### src/hdl/plfg_pkg.sv
// ----------------------------------------------------------------------------
// plfg_pkg: shared types and constants of the linear PWM fade block
// Level and time widths, item mode codes, register indexes, state types.
// ----------------------------------------------------------------------------
`default_nettype none

package plfg_pkg;

	localparam int LEVEL_BITS = 8;
	localparam int TIME_BITS  = 16;
	localparam int PROD_BITS  = LEVEL_BITS + TIME_BITS;
	localparam int CNT_BITS   = $clog2(PROD_BITS);

	localparam int GAMMA_DEPTH   = 256;
	localparam int GAMMA_AW      = $clog2(GAMMA_DEPTH);
	localparam int CFG_IDX_BITS  = 2;
	localparam int CFG_DATA_BITS = 16;

	localparam logic [TIME_BITS-1:0] TIME_MAX = {TIME_BITS{1'b1}};

	localparam logic [CFG_IDX_BITS-1:0] REG_FADE_TIME = 2'd0;
	localparam logic [CFG_IDX_BITS-1:0] REG_GAMMA_EN  = 2'd1;
	localparam logic [CFG_IDX_BITS-1:0] REG_ATTACHED  = 2'd2;

	typedef enum logic [1:0] {
		MODE_SET   = 2'd0,
		MODE_TICK  = 2'd1,
		MODE_GAMMA = 2'd2
	} mode_t;

	typedef enum logic [1:0] {
		S_IDLE,
		S_CALC,
		S_MAP,
		S_DONE
	} state_t;

	typedef enum logic [1:0] {
		MD_IDLE,
		MD_MUL,
		MD_DIV
	} md_phase_t;

	typedef struct packed {
		logic                  start;
		logic [LEVEL_BITS-1:0] mag;
		logic [TIME_BITS-1:0]  mult;
		logic [TIME_BITS-1:0]  divisor;
	} md_req_t;

endpackage

`default_nettype wire

### src/hdl/pwm_linear_fade_with_gamma.sv
// ----------------------------------------------------------------------------
// pwm_linear_fade_with_gamma: linear PWM fade with gamma lookup
// Applies or fades toward brightness targets on millisecond ticks and drives
// an optionally gamma-mapped duty value.
// ----------------------------------------------------------------------------
// One item is in work at a time and every item gives exactly one result. A
// set-target, table-write or idle tick item goes from acceptance straight to
// the done state, and a set or tick that drives a duty without interpolation
// first passes the map state for the registered gamma table read. A tick that
// interpolates a fade runs the serial unit, which does the multiply (one bit
// of the tick count per cycle) and then the divide (one quotient bit per
// cycle); the quotient is then taken up and, when the level moves, the gamma
// table is read. The done state waits until the output register is free, and
// the next item can be accepted as soon as the result goes valid.
// A new item is taken while the previous result still waits at the output
// register. The gamma table resets to all zero through per-entry valid bits,
// so no clearing pass is needed.
// ----------------------------------------------------------------------------
`default_nettype none

module pwm_linear_fade_with_gamma (
	input  wire                                 clk,
	input  wire                                 arst_n,
	input  wire                                 cfg_we,
	input  wire  [plfg_pkg::CFG_IDX_BITS-1:0]   cfg_index,
	input  wire  [plfg_pkg::CFG_DATA_BITS-1:0]  cfg_data,
	input  wire                                 in_valid,
	output logic                                in_ready,
	input  wire  [1:0]                          mode,
	input  wire  [7:0]                          level_value,
	input  wire  [7:0]                          table_index,
	output logic                                out_valid,
	input  wire                                 out_ready,
	output logic                                duty_write,
	output logic [7:0]                          duty,
	output logic [7:0]                          current_level,
	output logic [7:0]                          target_level
);

	plfg_pkg::state_t                     state_q;
	plfg_pkg::state_t                     state_nxt;
	plfg_pkg::mode_t                      mode_in;

	logic [plfg_pkg::TIME_BITS-1:0]       fade_q;
	logic                                 gam_en_q;
	logic                                 attached_q;

	logic [plfg_pkg::LEVEL_BITS-1:0]      now_q;
	logic [plfg_pkg::LEVEL_BITS-1:0]      goal_q;
	logic [plfg_pkg::LEVEL_BITS-1:0]      origin_q;
	logic [plfg_pkg::TIME_BITS-1:0]       ticks_q;
	logic                                 wrote_q;
	logic [plfg_pkg::LEVEL_BITS-1:0]      duty_src_q;

	logic [7:0]                           gamma_mem [plfg_pkg::GAMMA_DEPTH];
	logic [plfg_pkg::GAMMA_DEPTH-1:0]     gvalid_q;
	logic [7:0]                           grd_q;
	logic                                 grd_valid_q;

	logic                                 out_valid_q;
	logic                                 out_write_q;
	logic [7:0]                           out_duty_q;
	logic [7:0]                           out_cur_q;
	logic [7:0]                           out_tgt_q;

	logic                                 acc_in;
	logic                                 out_free;
	logic [plfg_pkg::TIME_BITS-1:0]       tick_next;
	logic                                 immediate;
	logic                                 fading;
	logic                                 reached;
	logic                                 neg;
	plfg_pkg::md_req_t                    md_req;
	logic                                 md_done;
	logic [plfg_pkg::LEVEL_BITS-1:0]      md_quot;
	logic [plfg_pkg::LEVEL_BITS-1:0]      md_next;
	logic [7:0]                           mapped;

	assign mode_in   = plfg_pkg::mode_t'(mode);
	assign in_ready  = state_q == plfg_pkg::S_IDLE;
	assign acc_in    = in_valid && in_ready;
	assign out_free  = !out_valid_q || out_ready;
	assign tick_next = (ticks_q == plfg_pkg::TIME_MAX) ? ticks_q : ticks_q + 1'b1;
	assign immediate = fade_q == '0 || !attached_q;
	assign fading    = fade_q != '0 && attached_q && now_q != goal_q;
	assign reached   = tick_next >= fade_q;
	assign neg       = goal_q < origin_q;

	assign md_req.start   = acc_in && mode_in == plfg_pkg::MODE_TICK && fading && !reached;
	assign md_req.mag     = neg ? origin_q - goal_q : goal_q - origin_q;
	assign md_req.mult    = tick_next;
	assign md_req.divisor = fade_q;

	assign md_next = neg ? origin_q - md_quot : origin_q + md_quot;
	assign mapped  = gam_en_q ? (grd_valid_q ? grd_q : 8'd0) : duty_src_q;

	plfg_muldiv u_muldiv (
		.clk    (clk),
		.arst_n (arst_n),
		.req    (md_req),
		.done   (md_done),
		.quot   (md_quot)
	);

	always_comb begin
		state_nxt = state_q;
		case (state_q)
			plfg_pkg::S_IDLE: begin
				if (acc_in) begin
					case (mode_in)
						plfg_pkg::MODE_SET:
							state_nxt = (immediate && attached_q) ? plfg_pkg::S_MAP
								: plfg_pkg::S_DONE;
						plfg_pkg::MODE_TICK:
							if (fading)
								state_nxt = reached ? plfg_pkg::S_MAP : plfg_pkg::S_CALC;
							else
								state_nxt = plfg_pkg::S_DONE;
						default: state_nxt = plfg_pkg::S_DONE;
					endcase
				end
			end
			plfg_pkg::S_CALC: begin
				if (md_done)
					state_nxt = (md_next != now_q) ? plfg_pkg::S_MAP : plfg_pkg::S_DONE;
			end
			plfg_pkg::S_MAP:  state_nxt = plfg_pkg::S_DONE;
			plfg_pkg::S_DONE: if (out_free) state_nxt = plfg_pkg::S_IDLE;
			default:          state_nxt = plfg_pkg::S_IDLE;
		endcase
	end

	always_ff @(posedge clk or negedge arst_n) begin
		if (!arst_n) begin
			state_q <= plfg_pkg::S_IDLE;
		end else begin
			state_q <= state_nxt;
		end
	end

	always_ff @(posedge clk or negedge arst_n) begin
		if (!arst_n) begin
			fade_q     <= '0;
			gam_en_q   <= 1'b0;
			attached_q <= 1'b0;
		end else if (cfg_we) begin
			case (cfg_index)
				plfg_pkg::REG_FADE_TIME: fade_q     <= cfg_data[plfg_pkg::TIME_BITS-1:0];
				plfg_pkg::REG_GAMMA_EN:  gam_en_q   <= cfg_data[0];
				plfg_pkg::REG_ATTACHED:  attached_q <= cfg_data[0];
				default: ;
			endcase
		end
	end

	always_ff @(posedge clk or negedge arst_n) begin
		if (!arst_n) begin
			now_q      <= '0;
			goal_q     <= '0;
			origin_q   <= '0;
			ticks_q    <= '0;
			wrote_q    <= 1'b0;
			duty_src_q <= '0;
			gvalid_q   <= '0;
		end else begin
			case (state_q)
				plfg_pkg::S_IDLE: begin
					if (acc_in) begin
						wrote_q <= 1'b0;
						case (mode_in)
							plfg_pkg::MODE_SET: begin
								goal_q <= level_value;
								if (immediate) begin
									now_q      <= level_value;
									duty_src_q <= level_value;
									wrote_q    <= attached_q;
								end else begin
									origin_q <= now_q;
									ticks_q  <= '0;
								end
							end
							plfg_pkg::MODE_TICK: begin
								ticks_q <= tick_next;
								if (fading && reached) begin
									now_q      <= goal_q;
									duty_src_q <= goal_q;
									wrote_q    <= 1'b1;
								end
							end
							plfg_pkg::MODE_GAMMA: gvalid_q[table_index] <= 1'b1;
							default: ;
						endcase
					end
				end
				plfg_pkg::S_CALC: begin
					if (md_done && md_next != now_q) begin
						now_q      <= md_next;
						duty_src_q <= md_next;
						wrote_q    <= 1'b1;
					end
				end
				default: ;
			endcase
		end
	end

	always_ff @(posedge clk) begin
		if (acc_in && mode_in == plfg_pkg::MODE_GAMMA)
			gamma_mem[table_index] <= level_value;
	end

	always_ff @(posedge clk) begin
		if (state_q == plfg_pkg::S_MAP)
			grd_q <= gamma_mem[duty_src_q];
	end

	always_ff @(posedge clk or negedge arst_n) begin
		if (!arst_n) begin
			grd_valid_q <= 1'b0;
		end else if (state_q == plfg_pkg::S_MAP) begin
			grd_valid_q <= gvalid_q[duty_src_q];
		end
	end

	always_ff @(posedge clk or negedge arst_n) begin
		if (!arst_n) begin
			out_valid_q <= 1'b0;
		end else if (state_q == plfg_pkg::S_DONE && out_free) begin
			out_valid_q <= 1'b1;
		end else if (out_ready) begin
			out_valid_q <= 1'b0;
		end
	end

	always_ff @(posedge clk) begin
		if (state_q == plfg_pkg::S_DONE && out_free) begin
			out_write_q <= wrote_q;
			out_duty_q  <= wrote_q ? mapped : 8'd0;
			out_cur_q   <= now_q;
			out_tgt_q   <= goal_q;
		end
	end

	assign out_valid     = out_valid_q;
	assign duty_write    = out_write_q;
	assign duty          = out_duty_q;
	assign current_level = out_cur_q;
	assign target_level  = out_tgt_q;

endmodule

`default_nettype wire

### src/hdl/plfg_muldiv.sv
// ----------------------------------------------------------------------------
// plfg_muldiv: bit-serial multiply then divide
// Forms mag * mult one multiplier bit per cycle, then divides the product by
// the divisor with a restoring divider, one quotient bit per cycle.
// ----------------------------------------------------------------------------
`default_nettype none

module plfg_muldiv (
	input  wire                              clk,
	input  wire                              arst_n,
	input  plfg_pkg::md_req_t                req,
	output logic                             done,
	output logic [plfg_pkg::LEVEL_BITS-1:0]  quot
);

	plfg_pkg::md_phase_t                  phase_q;
	plfg_pkg::md_phase_t                  phase_nxt;
	logic [plfg_pkg::CNT_BITS-1:0]        cnt_q;
	logic [plfg_pkg::PROD_BITS-1:0]       mcand_q;
	logic [plfg_pkg::TIME_BITS-1:0]       mplier_q;
	logic [plfg_pkg::PROD_BITS-1:0]       acc_q;
	logic [plfg_pkg::TIME_BITS-1:0]       rem_q;
	logic [plfg_pkg::TIME_BITS-1:0]       dvsr_q;
	logic                                 done_q;
	logic [plfg_pkg::TIME_BITS:0]         trial;
	logic                                 fits;

	assign trial = {rem_q, acc_q[plfg_pkg::PROD_BITS-1]};
	assign fits  = trial >= {1'b0, dvsr_q};

	always_comb begin
		phase_nxt = phase_q;
		case (phase_q)
			plfg_pkg::MD_IDLE: if (req.start) phase_nxt = plfg_pkg::MD_MUL;
			plfg_pkg::MD_MUL:  if (cnt_q == '0) phase_nxt = plfg_pkg::MD_DIV;
			plfg_pkg::MD_DIV:  if (cnt_q == '0) phase_nxt = plfg_pkg::MD_IDLE;
			default:           phase_nxt = plfg_pkg::MD_IDLE;
		endcase
	end

	always_ff @(posedge clk or negedge arst_n) begin
		if (!arst_n) begin
			phase_q <= plfg_pkg::MD_IDLE;
			cnt_q   <= '0;
			done_q  <= 1'b0;
		end else begin
			phase_q <= phase_nxt;
			done_q  <= 1'b0;
			case (phase_q)
				plfg_pkg::MD_IDLE: begin
					cnt_q <= plfg_pkg::CNT_BITS'(plfg_pkg::TIME_BITS - 1);
				end
				plfg_pkg::MD_MUL: begin
					if (cnt_q == '0)
						cnt_q <= plfg_pkg::CNT_BITS'(plfg_pkg::PROD_BITS - 1);
					else
						cnt_q <= cnt_q - 1'b1;
				end
				plfg_pkg::MD_DIV: begin
					cnt_q <= cnt_q - 1'b1;
					if (cnt_q == '0)
						done_q <= 1'b1;
				end
				default: cnt_q <= '0;
			endcase
		end
	end

	always_ff @(posedge clk) begin
		case (phase_q)
			plfg_pkg::MD_IDLE: begin
				if (req.start) begin
					mcand_q  <= plfg_pkg::PROD_BITS'(req.mag);
					mplier_q <= req.mult;
					dvsr_q   <= req.divisor;
					acc_q    <= '0;
					rem_q    <= '0;
				end
			end
			plfg_pkg::MD_MUL: begin
				if (mplier_q[0])
					acc_q <= acc_q + mcand_q;
				mcand_q  <= {mcand_q[plfg_pkg::PROD_BITS-2:0], 1'b0};
				mplier_q <= {1'b0, mplier_q[plfg_pkg::TIME_BITS-1:1]};
			end
			plfg_pkg::MD_DIV: begin
				if (fits)
					rem_q <= plfg_pkg::TIME_BITS'(trial - {1'b0, dvsr_q});
				else
					rem_q <= trial[plfg_pkg::TIME_BITS-1:0];
				acc_q <= {acc_q[plfg_pkg::PROD_BITS-2:0], fits};
			end
			default: ;
		endcase
	end

	assign done = done_q;
	assign quot = acc_q[plfg_pkg::LEVEL_BITS-1:0];

endmodule

`default_nettype wire
### config.mk
export PLATFORM = sky130hd
export DESIGN_NAME = pwm_linear_fade_with_gamma
export DESIGN_NICKNAME = d
export VERILOG_FILES = /design/src/hdl/plfg_pkg.sv /design/src/hdl/pwm_linear_fade_with_gamma.sv /design/src/hdl/plfg_muldiv.sv
export SDC_FILE = /design/constraint.sdc
export NUM_CORES = 2
export LEC_CHECK = 0
export BUFFER_PORTS_ARGS = -buffer_cell sky130_fd_sc_hd__buf_4
export CORE_ASPECT_RATIO = 0.6
export CORE_UTILIZATION = 57
export DETAILED_ROUTE_END_ITERATION = 16
export PLACE_DENSITY = 0.77
export REMOVE_ABC_BUFFERS = 1
export SETUP_SLACK_MARGIN = 0.2
export SYNTH_ARGS = -nofsm -noshare
export SYNTH_HDL_FRONTEND = slang
export SYNTH_SLANG_ARGS = --single-unit
### constraint.sdc
create_clock -name clk -period 5.05 [get_ports clk]
set_input_delay 0.7575 -clock clk [delete_from_list [all_inputs] [get_ports clk]]
set_output_delay 0.7575 -clock clk [all_outputs]
set_load 0.1 [all_outputs]
# Yosys cells after proc, flatten, opt, wreduce, memory -nomap -nowiden
# Memory sizes are Yosys's and may differ from the RTL's. A register that Yosys moved wholly into a read port is not among the register bits.
# Cells that the tools add are included.
totals:
  n_memories: 1
  wordCells: 164
  register_bits: 448
  ram_bits: 2048
  output_inout_bits: 27
classes:
  n_mux: 54
  reduce_logical: 45
  n_lt_le_gt_ge: 6
  add_sub_neg: 8
  n_eq_ne: 24
  n_bitwise: 2
mem_list:
  columns: ["memory", "words", "width", "read_ports", "rd_ports_with_merged_regs", "write_ports", "line_no", "rtl"]
  rows:
  - ["gamma_mem", 256, 8, 1, 1, 1, "pwm_linear_fade_with_gamma.sv:55", "logic [7:0] gamma_mem [plfg_pkg::GAMMA_DEPTH];"]
ops:
  columns: ["op", "count"]
  rows:
  - ["$or 256x256->256", 1]
  - ["$pmux 16 s2", 3]
  - ["$mux 16", 5]
  - ["$mux 24", 3]
  - ["$pmux 24 s3", 1]
  - ["$mux 8", 8]
  - ["$pmux 24 s2", 1]
  - ["$pmux 8 s2", 2]
  - ["$add 24x24->24", 1]
  - ["$sub 8x8->8", 3]
  - ["$lt 8x9->1 const B", 2]
  - ["$reduce_and 3->1", 6]
  - ["$ge 17x16->1", 1]
  - ["$add 16x1->16 const B", 1]
  - ["$eq 16x16->1 const B", 1]
  - ["$ge 16x16->1", 1]
  - ["$logic_not 16->1", 1]
  - ["$mux 2", 8]
  - ["$ne 8x8->1", 2]
  - ["$reduce_bool 16->1", 1]
  - ["$sub 16x16->16", 1]
  - ["$pmux 5 s3", 1]
  - ["$mux 1", 14]
  - ["$logic_and 1x1->1", 12]
  - ["28 further kinds", 59]

# Depth between registers and ports, before layout
depth:
  word_depth: 8
  depth_mapped: 18
  depth_no_buf: 17

# By module
# From an unflattened synthesis, not the netlist that was laid out.
hier_totals:
  hier_cells: 5179
  hier_area_um2: 101192.1
modules_own_cells:
  columns: ["module", "n_inst", "seq_area_each_um2", "area_per_inst_um2", "cells_per_inst"]
  rows:
  - ["pwm_linear_fade_with_gamma", 1, 70472.6, 94824.7, 4585]
  - ["plfg_muldiv", 1, 3083.0, 6367.4, 594]

# Worst setup path after synthesis
# Ideal clock, no wire load.
synth_timing:
  kind: "reg2reg"
  from: "register ticks_q[0] in the netlist's numbering"
  to: "register u_muldiv.mcand_q[0] in the netlist's numbering, enable pin"
  stages_incl_launch_ff: 16
  synth_period_minus_slack_ns: 5.029
  setup_ns: 0.493
  slack_ns: 0.021
  t_arrival_ns: 4.536
  path_buffers: 2
  cell_sequence: "dfrtp_1 > ha_1 > and3_1 > and3_1 > clkbuf_1 > nand4_1 > clkbuf_1 > xnor2_1 > ha_1 > nand2b_1 > a21o_1 > a211o_1 > a211oi_1 > o211a_1 > nand2_1 > o21ai_0"
synth_between:
  elab_chain_len: 7
synth_lines:
  columns: ["element", "line_no", "rtl"]
  rows:
  - ["from (decl)", "pwm_linear_fade_with_gamma.sv:51", "logic [plfg_pkg::TIME_BITS-1:0] ticks_q;"]
  - ["from (signal assigned)", "pwm_linear_fade_with_gamma.sv:183", "ticks_q <= tick_next;"]
  - ["$add 16x1->16 or $eq 16x16->1 (tied branches)", "pwm_linear_fade_with_gamma.sv:83", "assign tick_next = (ticks_q == plfg_pkg::TIME_MAX) ? ticks_q : ticks_q + 1'b1;"]
  - ["$mux 16 *", "pwm_linear_fade_with_gamma.sv:83", null]
  - ["$ge 16x16->1 *", "pwm_linear_fade_with_gamma.sv:86", "assign reached = tick_next >= fade_q;"]
  - ["$logic_not 1->1 *", "pwm_linear_fade_with_gamma.sv:89", "assign md_req.start = acc_in && mode_in == plfg_pkg::MODE_TICK && fading && !reached;"]
  - ["$logic_and 1x1->1 *", "pwm_linear_fade_with_gamma.sv:89", null]
  - ["$ne 2x2->1 (no line) *", null, null]
  - ["$reduce_and 2->1 (no line) *", null, null]
  - ["to (signal assigned)", "plfg_muldiv.sv:73", "mcand_q <= plfg_pkg::PROD_BITS'(req.mag);"]
  - ["to (signal assigned)", "plfg_muldiv.sv:83", "mcand_q <= {mcand_q[plfg_pkg::PROD_BITS-2:0], 1'b0};"]
  - ["to (decl)", "plfg_muldiv.sv:19", "logic [plfg_pkg::PROD_BITS-1:0] mcand_q;"]
# Mark *: on every way between the ends. The rest lies on a longest branch, timed or not.
# A chain may end at the register's enable or synchronous reset.

# Final worst setup path
layout_timing:
  from: "register goal_q[0] in the netlist's numbering"
  to: "register duty_src_q[1] in the netlist's numbering"
layout_between:
  elab_chain_len: 6
layout_lines:
  columns: ["element", "line_no", "rtl"]
  rows:
  - ["from (decl)", "pwm_linear_fade_with_gamma.sv:49", "logic [plfg_pkg::LEVEL_BITS-1:0] goal_q;"]
  - ["from (signal assigned)", "pwm_linear_fade_with_gamma.sv:172", "goal_q <= level_value;"]
  - ["$lt 8x8->1", "pwm_linear_fade_with_gamma.sv:87", "assign neg = goal_q < origin_q;"]
  - ["$mux 8", "pwm_linear_fade_with_gamma.sv:94", "assign md_next = neg ? origin_q - md_quot : origin_q + md_quot;"]
  - ["$ne 8x8->1", "pwm_linear_fade_with_gamma.sv:196", "if (md_done && md_next != now_q) begin"]
  - ["$logic_and 1x1->1", "pwm_linear_fade_with_gamma.sv:196", null]
  - ["$ne 2x2->1 (no line)", null, null]
  - ["$reduce_and 6->1 (no line)", null, null]
  - ["to (signal assigned)", "pwm_linear_fade_with_gamma.sv:175", "duty_src_q <= level_value;"]
  - ["to (signal assigned)", "pwm_linear_fade_with_gamma.sv:186", "duty_src_q <= goal_q;"]
  - ["to (signal assigned)", "pwm_linear_fade_with_gamma.sv:198", "duty_src_q <= md_next;"]
  - ["to (decl)", "pwm_linear_fade_with_gamma.sv:53", "logic [plfg_pkg::LEVEL_BITS-1:0] duty_src_q;"]
# Parallel ways exist; a longest one is shown, timed or not. The select of a mux whose other input is x is not followed.

==> out/metrics.cfg <==
[floorplan]
die-height_um=328
dieArea_mm2=0.179
start_util_pct=57.4
core-area_mm2=0.176
die_w_um=545
num_rows=119
ios=68

[timing]
fin_hold_ws_ns=0.111
maxSlewHeadroom_pct=8.38
worst_slew_pin_slew_ns=1.37
max_freq_mhz=213
fin_crit_sh_pct=93.1
finalHoldViolations=0
setup_viol=0
finClkSkew_ns=0.0623
drv_slew=0
period_minus_slack_ns=4.70
rsz0062_at_grt=yes
setup_tns_ns=0
layout_setup_ws_ns=0.351

[finish]
register_area_mm2=0.0736
areaGrowthSynthToFinish_pct=11.0
drive_gt1_share_pct=29.3
multi_input_area_mm2=0.0261
design_area_mm2=0.112
fillers=11400
nets=5443

[setup_path]
crit_chain=inv_1 > ha_1 > fa_1 > nand3b_1 > a21o_1 > nand2_4 > nor2_1 > xor2_1 > ha_1 > and2_1 > a311o_1 > and4b_1 > nor3_2 > xnor3_1 > and4b_4 > a2111oi_4 > buf_6 > mux2_2
crit_family=simple AND/OR/NAND/NOR gates
path_max_fanout=8
cp.arrival_ns=5.43
crit_type=reg -> reg
critPathLaunchType=register
crit_top_cell=ha_1
crit_path_end_kind=register
worstPathRequired_ns=5.78
cpMaxStageDelayCell=fa_1
cp_num_buf_inv=2
slowest_delay_ns=0.41

[detailed_routing]
vias_per_cell=6.66
drt_first_iter_violations=7737
vias=52200
first_pass_iters=12
wire_per_inst_um=32.5
wirelength_um=255000
drc=2
final_antenna_net_count=0

[global_route]
antenna_found_initial=12
grt_pass1_wl_um=368000
grt_pass1_vias=51200
grt_use_total_pct=28.8
grt_overflow=0
grt_max_degree=145

[power_and_ir_drop]
power_leakage_nw=38.1
p_per_area_mw_per_mm2=525
ir_drop_mv=0.467

[synth]
synth_ff_type=edfxtp_1
seq_area_frac_synth_pct=72.9
syn_inst=5095
netlist_area_mm2=0.101
yosysMostFrequentCell=edfxtp_1
postSynthAreaPerCell_um2=19.8
synth_commonest_cells=edfxtp_1, mux4_2, nor2_1, dfrtp_1, or2_2
synth-edff-count=2177
synth.area.top_cells=edfxtp_1, mux4_2, dfrtp_1
ys_async_sr_fraction_pct=13.1
synth_cell_type_count=72
netlist.area_leader.share_pct=64.8
synth_seq_cells=2504
yosys_warnings=0
yosysTopAreaCell=edfxtp_1

[placement]
postPlaceCellArea_mm2=0.105
portBuffers=67
globalplace.congestion=0.923
dp_slack_ns=0.199
hpwl_um=155000

[min_path]
hp-class=in -> reg

[status]
status=complete, but fails checks
violations=design-rule violations

[clock_network]
numCtsBuffers=213
numClockSinks=2504
cts_tree=built
clk_pin_slew_worst_paths_ns=0.08
cts-root-buf=clkbuf_16
htreeDepth=4
clkLatencyLatePin_ns=0.88
clockBufferDepth=4

[job]
drv_cap=0

==> repair_timing <==
action                                 in CTS  in global routing
endpoints found under the hold margin      43                  0
hold buffers                                1                  0
buffers inserted                            0                  5
setup endpoints to repair                   6                 24
gates resized for setup                     2                  6
pin swaps                                   0                  2
gates cloned                                0                  0
==> power by group <==
part | switching [W] | internal [W] | leakage, nW | total (W)
Sequential | 0.000643 | 0.0231 | 24.0 | 0.0237
Combinational | 0.0106 | 0.00812 | 10.8 | 0.0187
Clock | 0.00733 | 0.00906 | 3.27 | 0.0164
Total | 0.0185 | 0.0403 | 38.1 | 0.0588
==> metrics by stage <==
step	total power [W]	std cells	utilization (%)
after detailed placement	0.0423	7446	59.9
after CTS	0.0585	7833	63.7
after floorplan	0.0341	4843	-
after global placement	0.0421	7446	59.9
final	0.0588	7839	63.8
after global routing	0.0604	7839	63.8
==> flip-flops by register name (all words and copies together), names as in the netlist, 16 cells and up <==
name / cells
u_muldiv.mcand_q: 24
u_muldiv.acc_q: 24
u_muldiv.dvsr_q: 16
gvalid_q: 256
u_muldiv.mplier_q: 16
gamma_mem: 2048
u_muldiv.rem_q: 16
fade_q: 16
ticks_q: 16
==> final timing paths <==
path	from	end	slack (ns)	cells after the start
max	goal_q[0]	duty_src_q[1]	0.35	18
min	cfg_data[12]	fade_q[12]	0.11	3
max reg2reg	goal_q[0]	duty_src_q[1]	0.35	18
min reg2reg	gvalid_q[138]	gvalid_q[138]	0.46	1
max in group asynchronous	arst_n	gvalid_q[172]	3.26	3
min in group asynchronous	arst_n	gvalid_q[85]	0.38	2
==> worst register-to-register path, stage by stage, from the launching register on <==
cell	delay (ns)
dfrtp_1	0.39
inv_1	0.09
ha_1	0.24
fa_1	0.41
nand3b_1	0.27
a21o_1	0.28
nand2_4	0.14
nor2_1	0.07
xor2_1	0.14
ha_1	0.35
and2_1	0.18
a311o_1	0.35
and4b_1	0.25
nor3_2	0.21
xnor3_1	0.25
and4b_4	0.24
a2111oi_4	0.20
buf_6	0.19
mux2_2	0.35
==> final cells by class <==
class / count / share of cell area (%)
tap: 2359 / 2.63
clock buffer: 315 / 5.27
timing repair buffer: 250 / 2.09
sequential: 2504 / 65.7
antenna: 1 / 0.00223
multi-input combinational: 2251 / 23.3
clock inverter: 71 / 0.764
inverter: 88 / 0.298
==> layout by cell type, fill, tap and decap left out, drive strengths merged, types with 13 or more instances in the layout <==
master / instances
edfxtp: 2177
mux4: 736
nor2: 340
dfrtp: 327
clkbuf: 323
or2: 258
buf: 241
nand2: 155
o21ai: 94
inv: 94
ha: 89
a21oi: 82
xnor2: 47
nor2b: 44
clkinv: 41
mux2: 39
a22oi: 35
nand3: 32
and2: 23
nor3: 21
xor2: 20
a21o: 20
a22o: 20
bufinv: 19
nand4: 17
mux2i: 13
==> cell families (layout without fill, tap and decap cells) <==
logic type | Yosys count | after routing | synth area share [%]
DFF | 2504 | 2504 | 72.9
other | 0 | 1 | 0
xor gates and xnor gates | 68 | 68 | 0.611
buffers and inverters | 340 | 724 | 1.37
muxes | 788 | 788 | 17.0
AOI/OAI and AO/OA | 358 | 358 | 2.33
adders and majority gates | 94 | 94 | 1.20
and+or+nand+nor | 943 | 943 | 4.60
==> routing by layer <==
layer	share of wire [%]	vias up	routed length, µm	global-route usage, %
met4	2.1	2	5320	5.90
met5	0.0051	-	13	0
met2	43	3494	111000	40.3
met3	15	386	37100	9.99
met1	40	27400	102000	44.3
li1	-	20900	-	-
Power figures use the tool's default switching activity.
